<file path="src/rtl/core/spq_pkg.sv">
`timescale 1ns / 1ps
// ----------------------------------------------------------------------------
// spq_pkg
// Shared types and codes of the sorted priority queue: operation and status
// codes, controller states, and the command and status groups that join the
// controller to the datapath.
// ----------------------------------------------------------------------------
package spq_pkg;

  localparam logic OP_ENQ = 1'b0;
  localparam logic OP_DEQ = 1'b1;

  typedef enum logic [1:0] {
    STAT_DEQ_OK = 2'd0,
    STAT_EMPTY  = 2'd1,
    STAT_ENQ_OK = 2'd2,
    STAT_FULL   = 2'd3
  } status_e;

  typedef enum logic [2:0] {
    ST_IDLE,
    ST_DISPATCH,
    ST_CMP,
    ST_INS,
    ST_DEQ,
    ST_EMIT
  } state_e;

  typedef struct packed {
    logic latch;
    logic start_walk;
    logic shift;
    logic write_new;
    logic head_read;
    logic finish_deq;
    logic set_empty;
    logic set_full;
    logic emit;
  } cmd_t;

  typedef struct packed {
    logic op_deq;
    logic full;
    logic empty;
    logic greater;
    logic last;
    logic out_free;
  } dp_stat_t;

endpackage

</file>
<file path="src/rtl/core/spq_ctrl.sv">
`timescale 1ns / 1ps
// ----------------------------------------------------------------------------
// spq_ctrl
// Sequencer of the queue: takes one transaction, walks the datapath through
// the insertion or removal, and hands the result to the output register.
// ----------------------------------------------------------------------------
module spq_ctrl
  import spq_pkg::*;
(
  input  logic     clk_i,
  input  logic     rst_ni,
  input  logic     in_valid_i,
  input  dp_stat_t stat_i,
  output cmd_t     cmd_o,
  output logic     in_stall_o
);

  state_e state_q, state_d;

  always_ff @(posedge clk_i or negedge rst_ni) begin
    if (!rst_ni) begin
      state_q <= ST_IDLE;
    end else begin
      state_q <= state_d;
    end
  end

  always_comb begin
    state_d = state_q;
    case (state_q)
      ST_IDLE: begin
        if (in_valid_i) state_d = ST_DISPATCH;
      end
      ST_DISPATCH: begin
        if (!stat_i.op_deq) begin
          if (stat_i.full) state_d = ST_EMIT;
          else if (stat_i.empty) state_d = ST_INS;
          else state_d = ST_CMP;
        end else begin
          if (stat_i.empty) state_d = ST_EMIT;
          else state_d = ST_DEQ;
        end
      end
      ST_CMP: begin
        if (stat_i.greater) begin
          if (stat_i.last) state_d = ST_INS;
        end else begin
          state_d = ST_EMIT;
        end
      end
      ST_INS:  state_d = ST_EMIT;
      ST_DEQ:  state_d = ST_EMIT;
      ST_EMIT: begin
        if (stat_i.out_free) state_d = ST_IDLE;
      end
      default: state_d = ST_IDLE;
    endcase
  end

  always_comb begin
    cmd_o      = '0;
    in_stall_o = 1'b1;
    case (state_q)
      ST_IDLE: begin
        in_stall_o  = 1'b0;
        cmd_o.latch = in_valid_i;
      end
      ST_DISPATCH: begin
        if (!stat_i.op_deq) begin
          if (stat_i.full) cmd_o.set_full = 1'b1;
          else cmd_o.start_walk = 1'b1;
        end else begin
          if (stat_i.empty) cmd_o.set_empty = 1'b1;
          else cmd_o.head_read = 1'b1;
        end
      end
      ST_CMP: begin
        if (stat_i.greater) cmd_o.shift = 1'b1;
        else cmd_o.write_new = 1'b1;
      end
      ST_INS:  cmd_o.write_new  = 1'b1;
      ST_DEQ:  cmd_o.finish_deq = 1'b1;
      ST_EMIT: cmd_o.emit       = stat_i.out_free;
      default: cmd_o = '0;
    endcase
  end

endmodule

</file>
<file path="src/rtl/core/spq_datapath.sv">
`timescale 1ns / 1ps
// ----------------------------------------------------------------------------
// spq_datapath
// Entry store as a ring buffer in memory, with head, tail and fill count,
// the insertion walk pointers, the result register and the output register.
// ----------------------------------------------------------------------------
module spq_datapath
  import spq_pkg::*;
#(
  parameter int DEPTH = 16
) (
  input  logic       clk_i,
  input  logic       rst_ni,
  input  cmd_t       cmd_i,
  output dp_stat_t   stat_o,
  input  logic       operation_i,
  input  logic [7:0] data_byte_i,
  input  logic [7:0] priority_req_i,
  output logic       out_valid_o,
  input  logic       out_stall_i,
  output logic [1:0] status_o,
  output logic [7:0] out_byte_o,
  output logic [7:0] out_priority_o,
  output logic [4:0] fill_count_o
);

  localparam int AW = $clog2(DEPTH);
  localparam int CW = $clog2(DEPTH + 1);

  function automatic logic [AW-1:0] ptr_inc(input logic [AW-1:0] p);
    return (p == AW'(DEPTH - 1)) ? '0 : p + AW'(1);
  endfunction

  function automatic logic [AW-1:0] ptr_dec(input logic [AW-1:0] p);
    return (p == '0) ? AW'(DEPTH - 1) : p - AW'(1);
  endfunction

  logic [7:0] mem_byte [DEPTH];
  logic [7:0] mem_prio [DEPTH];

  logic          op_q;
  logic [7:0]    byte_q, prio_q;
  logic [AW-1:0] head_q, head_d, tail_q, tail_d;
  logic [CW-1:0] count_q, count_d;
  logic [AW-1:0] rd_ptr_q, rd_ptr_d, wr_ptr_q, wr_ptr_d;
  logic [CW-1:0] left_q, left_d;
  logic [7:0]    rd_byte_q, rd_prio_q;
  status_e       res_status_q;
  logic [7:0]    res_byte_q, res_prio_q;
  logic          out_valid_q;
  logic [1:0]    out_status_q;
  logic [7:0]    out_byte_q, out_prio_q;
  logic [4:0]    out_fill_q;

  logic          rd_en, wr_en;
  logic [AW-1:0] rd_addr;
  logic [7:0]    wr_byte, wr_prio;

  always_comb begin
    head_d   = head_q;
    tail_d   = tail_q;
    count_d  = count_q;
    rd_ptr_d = rd_ptr_q;
    wr_ptr_d = wr_ptr_q;
    left_d   = left_q;
    rd_en    = 1'b0;
    rd_addr  = head_q;
    wr_en    = 1'b0;
    wr_byte  = byte_q;
    wr_prio  = prio_q;
    if (cmd_i.start_walk) begin
      rd_en    = 1'b1;
      rd_addr  = ptr_dec(tail_q);
      rd_ptr_d = ptr_dec(tail_q);
      wr_ptr_d = tail_q;
      left_d   = count_q;
    end
    if (cmd_i.shift) begin
      wr_en    = 1'b1;
      wr_byte  = rd_byte_q;
      wr_prio  = rd_prio_q;
      wr_ptr_d = rd_ptr_q;
      left_d   = left_q - CW'(1);
      if (left_q != CW'(1)) begin
        rd_en    = 1'b1;
        rd_addr  = ptr_dec(rd_ptr_q);
        rd_ptr_d = ptr_dec(rd_ptr_q);
      end
    end
    if (cmd_i.write_new) begin
      wr_en   = 1'b1;
      count_d = count_q + CW'(1);
      tail_d  = ptr_inc(tail_q);
    end
    if (cmd_i.head_read) begin
      rd_en   = 1'b1;
      rd_addr = head_q;
    end
    if (cmd_i.finish_deq) begin
      count_d = count_q - CW'(1);
      head_d  = ptr_inc(head_q);
    end
  end

  always_ff @(posedge clk_i) begin
    if (wr_en) begin
      mem_byte[wr_ptr_q] <= wr_byte;
      mem_prio[wr_ptr_q] <= wr_prio;
    end
    if (rd_en) begin
      rd_byte_q <= mem_byte[rd_addr];
      rd_prio_q <= mem_prio[rd_addr];
    end
  end

  always_ff @(posedge clk_i or negedge rst_ni) begin
    if (!rst_ni) begin
      head_q      <= '0;
      tail_q      <= '0;
      count_q     <= '0;
      out_valid_q <= 1'b0;
    end else begin
      head_q  <= head_d;
      tail_q  <= tail_d;
      count_q <= count_d;
      if (cmd_i.emit) out_valid_q <= 1'b1;
      else if (!out_stall_i) out_valid_q <= 1'b0;
    end
  end

  always_ff @(posedge clk_i) begin
    rd_ptr_q <= rd_ptr_d;
    wr_ptr_q <= wr_ptr_d;
    left_q   <= left_d;
    if (cmd_i.latch) begin
      op_q   <= operation_i;
      byte_q <= data_byte_i;
      prio_q <= priority_req_i;
    end
    if (cmd_i.write_new) begin
      res_status_q <= STAT_ENQ_OK;
      res_byte_q   <= '0;
      res_prio_q   <= '0;
    end else if (cmd_i.set_full) begin
      res_status_q <= STAT_FULL;
      res_byte_q   <= '0;
      res_prio_q   <= '0;
    end else if (cmd_i.set_empty) begin
      res_status_q <= STAT_EMPTY;
      res_byte_q   <= '0;
      res_prio_q   <= '0;
    end else if (cmd_i.finish_deq) begin
      res_status_q <= STAT_DEQ_OK;
      res_byte_q   <= rd_byte_q;
      res_prio_q   <= rd_prio_q;
    end
    if (cmd_i.emit) begin
      out_status_q <= res_status_q;
      out_byte_q   <= res_byte_q;
      out_prio_q   <= res_prio_q;
      out_fill_q   <= 5'(count_q);
    end
  end

  assign stat_o.op_deq   = (op_q == OP_DEQ);
  assign stat_o.full     = (count_q == CW'(DEPTH));
  assign stat_o.empty    = (count_q == '0);
  assign stat_o.greater  = (rd_prio_q > prio_q);
  assign stat_o.last     = (left_q == CW'(1));
  assign stat_o.out_free = !out_valid_q || !out_stall_i;

  assign out_valid_o    = out_valid_q;
  assign status_o       = out_status_q;
  assign out_byte_o     = out_byte_q;
  assign out_priority_o = out_prio_q;
  assign fill_count_o   = out_fill_q;

endmodule

</file>
<file path="src/rtl/core/sorted_priority_queue.sv">
`timescale 1ns / 1ps
// ----------------------------------------------------------------------------
// sorted_priority_queue
// Bounded priority queue of DEPTH entries (data byte and priority) kept in
// ascending priority order; equal priorities leave first-in first-out.
// ----------------------------------------------------------------------------
// One transaction is in flight at a time and gives exactly one result. The
// entries sit in a ring buffer memory with one read and one write port, so
// a dequeue reads the head, while an enqueue walks back from the tail,
// moving one entry up per cycle past every held entry with a priority
// above the new one. An enqueue into a full queue or a dequeue from an
// empty one goes straight to its result. A finished result waits in the
// output register while the next transaction is accepted. No clearing
// pass runs after reset.
module sorted_priority_queue
  import spq_pkg::*;
#(
  parameter int DEPTH = 16
) (
  input  logic       clk_i,
  input  logic       rst_ni,
  input  logic       in_valid_i,
  output logic       in_stall_o,
  input  logic       operation_i,
  input  logic [7:0] data_byte_i,
  input  logic [7:0] priority_req_i,
  output logic       out_valid_o,
  input  logic       out_stall_i,
  output logic [1:0] status_o,
  output logic [7:0] out_byte_o,
  output logic [7:0] out_priority_o,
  output logic [4:0] fill_count_o
);

  cmd_t     cmd;
  dp_stat_t stat;

  spq_ctrl u_ctrl (
    .clk_i      (clk_i),
    .rst_ni     (rst_ni),
    .in_valid_i (in_valid_i),
    .stat_i     (stat),
    .cmd_o      (cmd),
    .in_stall_o (in_stall_o)
  );

  spq_datapath #(
    .DEPTH (DEPTH)
  ) u_datapath (
    .clk_i          (clk_i),
    .rst_ni         (rst_ni),
    .cmd_i          (cmd),
    .stat_o         (stat),
    .operation_i    (operation_i),
    .data_byte_i    (data_byte_i),
    .priority_req_i (priority_req_i),
    .out_valid_o    (out_valid_o),
    .out_stall_i    (out_stall_i),
    .status_o       (status_o),
    .out_byte_o     (out_byte_o),
    .out_priority_o (out_priority_o),
    .fill_count_o   (fill_count_o)
  );

endmodule

</file>
<file path="config.mk">
export PLATFORM = sky130hd
export DESIGN_NAME = sorted_priority_queue
export DESIGN_NICKNAME = d
export VERILOG_FILES = /design/src/rtl/core/spq_pkg.sv /design/src/rtl/core/spq_ctrl.sv /design/src/rtl/core/spq_datapath.sv /design/src/rtl/core/sorted_priority_queue.sv
export SDC_FILE = /design/constraint.sdc
export NUM_CORES = 1
export LEC_CHECK = 0
export BUFFER_PORTS_ARGS = -buffer_cell sky130_fd_sc_hd__buf_2
export CAP_MARGIN = 20
export CORE_ASPECT_RATIO = 0.9
export CORE_MARGIN = 2
export CORE_UTILIZATION = 62
export CTS_CLUSTER_SIZE = 14
export DETAILED_ROUTE_END_ITERATION = 6
export HOLD_SLACK_MARGIN = 0.05
export PLACE_DENSITY = 0.77
export SLEW_MARGIN = 20
export SYNTH_ARGS = -nofsm -noshare
export SYNTH_HDL_FRONTEND = slang
export SYNTH_SLANG_ARGS = --single-unit
</file>
<file path="constraint.sdc">
create_clock -name clk_i -period 4.4 [get_ports clk_i]
set_clock_uncertainty 0.1 [all_clocks]
set_input_delay 0.22 -clock clk_i [delete_from_list [all_inputs] [get_ports clk_i]]
set_output_delay 0.22 -clock clk_i [all_outputs]
set_load 0.02 [all_outputs]
</file>
==> reports/results.env, run 1 <==
HTREE_NUM_LEVELS=2
TIMING.HOLD.WORST.CLASS='input port to asynchronous set/reset pin'
FLOORPLAN.DIE.WIDTH_UM=164
CLOCK_LATENCY_NS=0.52
MAPPEDNETLISTNETS=902
DESIGN.FINAL.NETS=1005
COREAREA_UM2=22600
POST_CTS.REPAIR.SETUP_BUFFERS=0
CTS_TREE='yes'
ROOT_BUFFER='clkbuf_16'
DRV.MAX_CAP_VIOLATION_COUNT=0
POST-ROUTE-UTIL_PCT=72.5
WORSTSETUPENDPOINT='u_datapath.rd_byte_q[3]'
FLIP_FLOP_AND_LATCH_COUNT_AFTER_SYNTHESIS=360
GLOBAL_PLACER_S_FINAL_WEIGHTED_CONGESTION=0.839
GRT_MAX_DEGREE=44
GRT_FIRST_PASS_WIRELENGTH_UM=44600
ANTENNADIODECOUNT=0
TRITONCTS_NUM_SINKS=360
FIN_SETUP_TNS_NS=0
WIRE_PER_INST_UM=22.4
SYNTHARSTFLOPSHARE_PCT=4.72
SYNTH.AVG_CELL_AREA_UM2=16.7
ANTENNA_FOUND_INITIAL=0
CTSLONGESTPATHBUFFERS=3
SYNTH_CELL_TYPES=58
DRT_PASS1_ITERATIONS=6
DRIVE_ABOVE_1_SHARE_PCT=23.0
POWER.IR.VDD_WORST_mV=0.478
ANT_NETS=0
TIGHTESTPINTRANSITION_NS=0.814
TIMING.RR.START='u_datapath.rd_prio_q[1]'
POWER.LEAKAGE_uW=0.00580
FINALCRITPERIODSHARE_PCT=89.6
NETLIST_INSTANCES=862
ARRIVAL_NS=4.08
PATH_CLK_SLEW_NS=0.06
CRITICAL_PATH.STARTPOINT_TYPE='flop'
DIEAREA_UM2=24400
SETUP-VIOLATIONS-FINAL=0
GRT_PASS1_VIAS=7822
DRT_WL_TOTAL_UM=28900
FIN_CRIT_NS=3.94
CP_DATA_REQUIRED_TIME_NS=4.54
FINALHOLDVIOLCOUNT=0
CTS_HOLD_REPAIR.BUFFERS=20
DP_HPWL_UM=18000
FLOORPLAN.INITIALDENSITY_PCT=63.5
YS_DOMINANT_REG_CELL='edfxtp_1'
NUMBER_OF_FILL_CELLS_IN_THE_LAYOUT=1358
POST-ROUTE-DRC-COUNT=0
NUMBER_OF_ENABLE_FLIP_FLOP_CELLS_AFTER_SYNTHESIS=321
DRT_ITER0_DRC=1162
TRACK_USAGE_PCT=24.4
DR_TOTAL_VIAS=7937
OUTCOME='finished, final reports clean'
SYNTH_SEQUENTIAL_AREA_RATIO_PCT=73.1
MEAN_NUMBER_OF_VIAS_PER_CELL=6.16
PORTBUFFERS=45
GRT_SETUP_UNREPAIRED='no'
NUMBER_OF_CELLS_TRAVERSED_BY_THE_WORST_REGISTER_TO_REGISTER_PATH=10
WORST-PATH-MAX-FANOUT=15
TIMING.CRITICAL_PATH.FROM='u_datapath.rd_prio_q[1]'
SYNTHESIS.YOSYS.WARNINGS=0
TRITONCTS.NUM_BUFFERS=36
R2R_SETUP_SLACK_NS=0.46
ENDPOINT_KIND='flop'
DIEHEIGHT_UM=148
GLOBALROUTE.TOTALOVERFLOW=0
FMAX_MHz=254
CRITICALPATHCATEGORY='flop to flop'
SYN-CELL-AREA_UM2=14400
FINALMAXSLEWVIOLATIONS=0
RR_ENDPOINT='u_datapath.rd_byte_q[3]'
CTS_REPAIR_RESIZE_COUNT=0
CELLPOWERDENSITY_nW_PER_UM2=723
BOUNDARYPINS=46
CORE.ROWCOUNT=52
AREAGROWTHSYNTHTOFINISH_PCT=14.2
MAXSLEWHEADROOM_PCT=45.6
registers in the layout (all words and copies together) (netlist names), 8 cells and up:
| name | flops |
|---|---|
| u_datapath.rd_byte_q | 8 |
| u_datapath.mem_prio | 128 |
| u_datapath.res_byte_q | 8 |
| u_datapath.mem_byte | 128 |
| u_datapath.out_byte_o | 8 |
| u_datapath.byte_q | 8 |
| u_datapath.prio_q | 8 |
| u_datapath.res_prio_q | 8 |
| u_datapath.rd_prio_q | 8 |
| u_datapath.out_priority_o | 8 |
cells in the mapped netlist (3+ instances only):
cell type / count / share of area [%]
nor2b_1: 4 / 0.17
a211oi_1: 3 / 0.16
xor2_1: 3 / 0.18
mux2i_1: 19 / 1.3
ha_1: 18 / 1.6
nand2_1: 103 / 2.7
a32o_1: 16 / 1.1
edfxtp_1: 321 / 67
dfrtp_1: 17 / 3.0
mux4_2: 32 / 5.0
o22ai_1: 17 / 0.74
o21ai_0: 24 / 0.84
nor3_1: 6 / 0.21
dfxtp_1: 22 / 3.1
nand2b_1: 7 / 0.30
o211ai_1: 3 / 0.16
buf_2: 3 / 0.10
a21oi_1: 29 / 1.0
inv_1: 23 / 0.60
buf_6: 5 / 0.39
a22oi_1: 16 / 0.84
nor2_1: 25 / 0.65
clkbuf_1: 22 / 0.57
o31ai_1: 18 / 0.94
a21o_1: 7 / 0.37
xnor2_1: 8 / 0.49
nand3_1: 6 / 0.21
mux2_2: 48 / 3.8
cells by family (layout without fill, tap and decap cells):
group	after synthesis	count (layout)	synth area share, %
mux	101	101	10.4
simple gates	165	165	4.98
fa+ha+maj	19	19	1.71
buf+inv	58	188	2.02
flops	360	360	73.1
xor+xnor	11	11	0.670
compound gates	148	148	7.18
through the flow:
| stage | setup slack [ns] | power (µW) | hold WS (ns) | cells | cell area, µm² |
|---|---|---|---|---|---|
| finish | 0.456 | 11900 | 0.0826 | 1289 | 16400 |
| global route | 0.242 | 12500 | 0.116 | 1289 | 16400 |
| CTS | 0.453 | 11800 | 0.0693 | 1289 | 16400 |
| detailed placement | 0.474 | 8930 | 0.0746 | 1204 | 15100 |
| global placement | 0.584 | 8790 | 0.0708 | 1204 | 15100 |
| floorplan | 0.989 | 7780 | -0.176 | 862 | 14400 |
routing by layer:
layer / track usage (%) / vias up / part of all wire [%]
li1: - / 3583 / -
met5: 0 / - / 0
met1: 38.3 / 3964 / 45
met3: 3.63 / 33 / 8.4
met4: 5.83 / 0 / 1.7
met2: 37.0 / 357 / 45
layout by cell type, fill, tap and decap left out, types with 5 or more instances in the layout:
master	count
nand3_1	6
nand2b_1	7
a22oi_1	16
xnor2_1	8
clkbuf_16	37
clkbuf_1	7
inv_1	23
a21o_1	7
mux2i_1	19
clkinv_1	5
a32o_1	16
mux2_2	48
clkinv_2	10
dfrtp_1	17
ha_1	18
buf_2	45
mux4_2	32
o22ai_1	17
nand2_1	103
o31ai_1	18
nor2_1	24
dlygate4sd3_1	20
dfxtp_1	22
edfxtp_1	321
buf_4	33
a21oi_1	28
o21ai_0	24
worst min path at each step:
stage / startpoint / endpoint / slack [ns] / cells past startpoint
2_1_floorplan: rst_ni / u_ctrl.state_q[0] / -0.18 / 0
3_3_place_gp: rst_ni / u_datapath.count_q[0] / 0.07 / 1
5_1_grt: rst_ni / u_datapath.count_q[4] / 0.12 / 2
4_1_cts: rst_ni / u_datapath.tail_q[3] / 0.07 / 2
3_5_place_dp: rst_ni / u_datapath.count_q[1] / 0.07 / 1
6_report: rst_ni / u_datapath.count_q[1] / 0.08 / 2
worst max-delay path, stage by stage, from the launching register on:
cell	delay (ns)
edfxtp_1	0.41
ha_1	0.32
nor2b_1	0.13
o211a_1	0.21
or4_1	0.58
nand2_2	0.23
mux2_4	0.40
buf_4	0.27
mux4_2	0.52
a22oi_1	0.36
o31ai_1	0.14
area by class of cell:
class | instances | area, µm² | area share (%)
Clock buffer | 44 | 952 | 5.80
Multi-Input combinational cell | 444 | 3620 | 22.1
Tap cell | 297 | 372 | 2.26
Sequential cell | 360 | 10500 | 64.0
Timing Repair Buffer | 100 | 713 | 4.35
Clock inverter | 21 | 163 | 0.991
Inverter | 23 | 86.3 | 0.526
power breakdown:
group | leakage (µW) | switching [µW] | internal (µW)
Combinational | 0.00194 | 2440 | 1680
Clock | 0.000553 | 1220 | 1670
Sequential | 0.00331 | 345 | 4510
Note: power is estimated with default switching activity, not from simulation.
==> run 2, diff against run 1 <==
--- a/config.mk
+++ b/config.mk
@@ -8,7 +8,7 @@
 export BUFFER_PORTS_ARGS = -buffer_cell sky130_fd_sc_hd__buf_2
 export CAP_MARGIN = 20
 export CORE_ASPECT_RATIO = 0.9
-export CORE_MARGIN = 2
+export CORE_MARGIN = 1.5
 export CORE_UTILIZATION = 62
 export CTS_CLUSTER_SIZE = 14
 export DETAILED_ROUTE_END_ITERATION = 6
@@ -18,3 +18,4 @@
 export SYNTH_ARGS = -nofsm -noshare
 export SYNTH_HDL_FRONTEND = slang
 export SYNTH_SLANG_ARGS = --single-unit
+export TNS_END_PERCENT = 1
==> run 2 against run 1 <==
  * Clock-buffer cell count rose by 4
  * Utilization barely moved
  * Register-to-register slack lost 0.04 ns
  * Sequential power about the same
  * Worst setup slack worse by 0.037 ns
  * Combinational power rose by 2%
==> reports/results.env, run 2 (synthesis results as in run 1) <==
OUTCOME='finished, final reports clean'
COREAREA_UM2=22600
ANTENNADIODECOUNT=0
REG.LARGEST.LIST='u_datapath.mem_byte x128, u_datapath.mem_prio x128'
FINALCRITPERIODSHARE_PCT=90.5
WORSTPATHBUFFERINVERTERCOUNT=1
POWER.CLOCK.FRACTION_PCT=24.2
CP_DATA_REQUIRED_TIME_NS=4.53
DRIVE_ABOVE_1_SHARE_PCT=22.5
TIGHTESTPINTRANSITION_NS=0.960
PATH_CELLS='ha_1 > nor2b_1 > o211a_1 > or4_1 > nand2_2 > mux2_4 > buf_12 > mux4_2 > a22oi_1 > o31ai_1'
DRT_PASS1_ITERATIONS=5
CRITICAL-PATH-SLOWEST-CELL='or4_1'
CP_TOP_FAMILY='multiplexers'
DIEAREA_UM2=24100
GRT_MAX_DEGREE=39
SHARE_COMB_OF_TOTAL_POWER_PCT=35.2
GRT_SETUP_UNREPAIRED='no'
FIN_SETUP_TNS_NS=0
PATH_CLK_SLEW_NS=0.06
POST-ROUTE-DRC-COUNT=0
DR_TOTAL_VIAS=7991
TIMING.HOLD.WORST.CLASS='input port to asynchronous set/reset pin'
CLOCK_LATENCY_NS=0.51
GLOBALROUTE.TOTALOVERFLOW=0
POST-ROUTE-UTIL_PCT=72.5
MEAN_NUMBER_OF_VIAS_PER_CELL=6.20
GRT_FIRST_PASS_WIRELENGTH_UM=45800
ARRIVAL_NS=4.11
CELLPOWERDENSITY_nW_PER_UM2=728
FINALMAXSLEWVIOLATIONS=0
CTS_TREE='yes'
POWER.LEAKAGE_uW=0.00579
WORST-PATH-MAX-FANOUT=23
SETUP-VIOLATIONS-FINAL=0
HTREE_NUM_LEVELS=2
CORE.ROWCOUNT=52
CRITICAL_PATH.STARTPOINT_TYPE='flop'
FINALHOLDVIOLCOUNT=0
TRITONCTS_NUM_SINKS=360
DRT_ITER0_DRC=750
ROOT_BUFFER='clkbuf_16'
FIN_CRIT_NS=3.98
DRT_WL_TOTAL_UM=30100
CRITICALPATHCATEGORY='flop to flop'
FMAX_MHz=251
MAX_STAGE_DELAY_ON_CRIT_PATH_NS=0.57
FINAL_COMMON_CELL='edfxtp_1'
ANT_NETS=0
GRT_PASS1_VIAS=7883
ANTENNA_FOUND_INITIAL=0
ENDPOINT_KIND='flop'
SEQPWRFRAC_PCT=40.7
POWER.SWITCHING_FRACTION_PCT=34.1
POWER_SWITCHING_uW=4070
TRACK_USAGE_PCT=25.8
PORTBUFFERS=45
FLOORPLAN.DIE.WIDTH_UM=163
WIRE_PER_INST_UM=23.4
TRITONCTS.NUM_BUFFERS=36
FLOORPLAN.INITIALDENSITY_PCT=63.5
DRV.MAX_CAP_VIOLATION_COUNT=0
CTS_REPAIR_RESIZE_COUNT=0
CTSLONGESTPATHBUFFERS=3
DP_HPWL_UM=18500
MAXSLEWHEADROOM_PCT=35.8
DESIGN.FINAL.NETS=1005
POWER.IR.VDD_WORST_mV=0.489
INTERNAL_POWER_uW=7870
MOST-COMMON-LAYOUT-CELLS='edfxtp_1 (321), nand2_1 (103), mux2_2 (48), buf_2 (45), clkbuf_16 (37)'
AREAGROWTHSYNTHTOFINISH_PCT=14.2
DIEHEIGHT_UM=147
GLOBAL_PLACER_S_FINAL_WEIGHTED_CONGESTION=0.853
BOUNDARYPINS=46
## run 2: changes by cell type in the layout (fill, tap and decap cells not counted), sizes merged
cell	change
clkinv	-5
clkbuf	+4
## run 2: final timing paths
kind / end / depth (start not counted) / slack (ns) / from
max: u_datapath.rd_prio_q[3] / 10 / 0.42 / u_datapath.rd_prio_q[1]
min: u_datapath.tail_q[3] / 2 / 0.08 / rst_ni
max reg2reg: u_datapath.rd_prio_q[3] / 10 / 0.42 / u_datapath.rd_prio_q[1]
min reg2reg: u_datapath.status_o[0] / 0 / 0.33 / u_datapath.res_status_q[0]
max in group asynchronous: u_datapath.tail_q[0] / 2 / 3.82 / rst_ni
min in group clk_i: u_datapath.byte_q[4] / 2 / 0.32 / data_byte_i[4]
## run 2: worst register-to-register path: cells and delay by family (launching register included)
kind            cells  cell delay [ns]
flops               1             0.41
mux                 2             1.00
fa+ha+maj           1             0.32
simple gates        3             0.93
compound gates      3             0.71
buf+inv             1             0.25
## run 2: power by group through the flow
stage          Sequential, µW  Combinational, µW  Clock (µW)
2_1_floorplan            4840               2940           0
3_3_place_gp             4900               3990           0
3_5_place_dp             4910               4100           0
4_1_cts                  4850               4170        2920
5_1_grt                  4900               4540        3050
6_report                 4860               4200        2890
## run 2: per-layer routing
metal	part of all wire [%]	up-vias	GRT usage [%]
li1	-	3577	-
met1	43	4047	38.7
met2	47	327	40.4
met3	8.3	40	4.55
met4	1.5	0	6.05
met5	0	-	0
## run 2: area by class of cell
cell class              count  area, µm²
clock inverters            16        139
repair buffers            100        726
well taps                 297        372
fillers                  1329       6230
flip-flops and latches    360      10500
inverters                  23       86.3
multi-input cells         444       3620
clock buffers              48        967
## run 2: metrics by stage
step / std cells / hold slack [ns] / total power [µW] / area (µm²) / setup slack [ns]
after floorplan: 862 / -0.176 / 7780 / 14400 / 0.989
after global placement: 1204 / 0.0699 / 8900 / 15100 / 0.496
after detailed placement: 1204 / 0.0803 / 9020 / 15100 / 0.454
after CTS: 1288 / 0.0775 / 11900 / 16400 / 0.430
after global routing: 1288 / 0.119 / 12500 / 16400 / 0.195
final: 1288 / 0.0838 / 11900 / 16400 / 0.419
## run 2: timing repair
item                                   CTS  global route
hold buffers                            20             0
buffers inserted                         0             0
endpoints found under the hold margin   36             0
==> run 3, diff against run 2 <==
--- a/config.mk
+++ b/config.mk
@@ -9,11 +9,11 @@
 export CAP_MARGIN = 20
 export CORE_ASPECT_RATIO = 0.9
 export CORE_MARGIN = 1.5
-export CORE_UTILIZATION = 62
+export CORE_UTILIZATION = 60
 export CTS_CLUSTER_SIZE = 14
 export DETAILED_ROUTE_END_ITERATION = 6
 export HOLD_SLACK_MARGIN = 0.05
-export PLACE_DENSITY = 0.77
+export PLACE_DENSITY = 0.74
 export SLEW_MARGIN = 20
 export SYNTH_ARGS = -nofsm -noshare
 export SYNTH_HDL_FRONTEND = slang
==> run 3 against run 2 <==
  * Clock-buffer cell count is 8 lower
  * Critical path depth stayed put
  * Routed wire length rose by 2.8%
  * Clock power hardly changed
  * Utilization shrank 2.4 points
  * Sequential share of layout area barely moved
  * Design area hardly changed
  * Worst setup slack worse by 0.14 ns
  * Cell count is essentially flat
  * Die area up 3.3%
  * Maximum frequency is 3.4% lower
  * Global-route usage is 0.25 points lower
  * Critical endpoint is now u_datapath.rd_byte_q[1]
  * Largest power group unchanged
  * Highest routed layer unchanged
==> reports/results.env, run 3 (synthesis results as in run 1) <==
WIRE_PER_INST_UM=24.0
SHARE_COMB_OF_TOTAL_POWER_PCT=35.4
DIEAREA_UM2=24900
PATH_CELLS='ha_1 > nor2b_1 > o211a_1 > or4_1 > nand2_2 > mux2i_4 > buf_4 > mux4_2 > a22oi_1 > o31ai_1'
WORST-PATH-MAX-FANOUT=32
CTSLONGESTPATHBUFFERS=3
MAX_STAGE_DELAY_ON_CRIT_PATH_NS=0.57
FINAL_COMMON_CELL='edfxtp_1'
MULTI_INPUT_GATE_AREA_IN_THE_FINAL_LAYOUT_UM2=3660
PORTBUFFERS=45
TIGHTESTPINTRANSITION_NS=1.09
MAXSLEWHEADROOM_PCT=26.9
CRITICALPATHCATEGORY='flop to flop'
WORSTPATHBUFFERINVERTERCOUNT=1
ARRIVAL_NS=4.25
DRV.MAX_CAP_VIOLATION_COUNT=0
GRT_SETUP_UNREPAIRED='no'
POST-ROUTE-DRC-COUNT=0
POWER.IR.VDD_WORST_mV=0.560
GRT_FIRST_PASS_WIRELENGTH_UM=47700
POWER.LEAKAGE_uW=0.00578
INTERNAL_POWER_uW=7840
GRT_PASS1_VIAS=8224
HTREE_NUM_LEVELS=2
CELLPOWERDENSITY_nW_PER_UM2=731
DIEHEIGHT_UM=150
CRITICAL_PATH.STARTPOINT_TYPE='flop'
GLOBAL_PLACER_S_FINAL_WEIGHTED_CONGESTION=0.865
DRT_WL_TOTAL_UM=30900
TRITONCTS_NUM_SINKS=360
TRACK_USAGE_PCT=25.6
CORE.ROWCOUNT=53
DP_HPWL_UM=19500
DRIVE_ABOVE_1_SHARE_PCT=22.5
ROOT_BUFFER='clkbuf_16'
MOST-COMMON-LAYOUT-CELLS='edfxtp_1 (321), nand2_1 (103), mux2_2 (48), buf_2 (45), clkbuf_16 (35)'
REGISTER_AREA_UM2=10500
GRT_MAX_DEGREE=33
POST_CTS.REPAIR.SETUP_BUFFERS=0
POST-LAYOUT-TOTAL-POWER_uW=12000
COREAREA_UM2=23400
CP_DATA_REQUIRED_TIME_NS=4.53
FLOORPLAN.DIE.WIDTH_UM=166
PATH_CLK_SLEW_NS=0.06
POWER_SWITCHING_uW=4160
FIN_CRIT_NS=4.12
LAYOUT_SETUP_WS_NS=0.279
CLOCK_LATENCY_NS=0.51
BOUNDARYPINS=46
SETUP-VIOLATIONS-FINAL=0
TIMING.HOLD.WORST.CLASS='input port to asynchronous set/reset pin'
POWER.SWITCHING_FRACTION_PCT=34.6
CP_TOP_FAMILY='simple AND/OR/NAND/NOR gates'
FIN_SETUP_TNS_NS=0
ANT_NETS=0
FLOORPLAN.INITIALDENSITY_PCT=61.4
SEQPWRFRAC_PCT=40.4
DRT_PASS1_ITERATIONS=5
GLOBALROUTE.TOTALOVERFLOW=0
R2R_SETUP_SLACK_NS=0.28
REG.LARGEST.LIST='u_datapath.mem_byte x128, u_datapath.mem_prio x128'
DESIGN.FINAL.NETS=1000
FINALMAXSLEWVIOLATIONS=0
CTS_TREE='yes'
FINALCRITPERIODSHARE_PCT=93.7
ANTENNADIODECOUNT=0
DRT_ITER0_DRC=954
DR_TOTAL_VIAS=8063
FINALHOLDVIOLCOUNT=0
FMAX_MHz=243
AREAGROWTHSYNTHTOFINISH_PCT=14.2
CRITICAL-PATH-SLOWEST-CELL='or4_1'
ENDPOINT_KIND='flop'
MEAN_NUMBER_OF_VIAS_PER_CELL=6.26
NUMBER_OF_FILL_CELLS_IN_THE_LAYOUT=1417
FIN_HOLD_WS_NS=0.0813
PLACE_WORST_SETUP_SLACK_NS=0.398
TRITONCTS.NUM_BUFFERS=35
OUTCOME='finished, final reports clean'
ANTENNA_FOUND_INITIAL=0
POWER.CLOCK.FRACTION_PCT=24.2
-- run 3: final timing paths --
| check | startpoint | endpoint | cells past startpoint |
|---|---|---|---|
| hold reg to reg | u_datapath.res_prio_q[5] | u_datapath.out_priority_o[5] | 0 |
| hold / removal | rst_ni | u_datapath.head_q[3] | 2 |
| setup reg to reg | u_datapath.rd_prio_q[1] | u_datapath.rd_byte_q[1] | 10 |
| min in group clk_i | operation_i | u_datapath.op_q | 2 |
| setup / recovery | u_datapath.rd_prio_q[1] | u_datapath.rd_byte_q[1] | 10 |
| max in group asynchronous | rst_ni | u_ctrl.state_q[1] | 2 |
-- run 3: per-stage QoR --
stage	instance area, µm²	std cells	utilization [%]
global placement	15100	1205	64.5
floorplan	14400	862	-
global route	16400	1289	70.1
finish	16400	1289	70.1
detailed placement	15100	1205	64.5
CTS	16400	1289	70.0
-- run 3: what timing repair did --
item	CTS	global route
hold endpoints to repair	36	0
resized for setup	0	0
endpoints found under the setup margin	0	0
hold buffers	20	0
-- run 3: cell type report --
cell class	count	area share (%)
clock inverter	24	1.16
sequential	360	64.0
multi-input combinational	444	22.3
inverter	23	0.526
tap	302	2.30
clock buffer	40	5.57
timing repair buffer	96	4.16
-- run 3: layer usage --
layer,part of all wire [%],global-route usage (%)
met5,0,0
met4,2.3,7.75
met3,8.6,4.89
met2,48,41.0
met1,41,36.3
-- run 3: power groups by stage --
stage	logic, µW	clock network (µW)	registers [µW]
final	4250	2900	4850
after global routing	4560	3060	4900
after CTS	4220	2930	4840
after detailed placement	4150	0	4900
after global placement	3980	0	4870
after floorplan	2940	0	4840
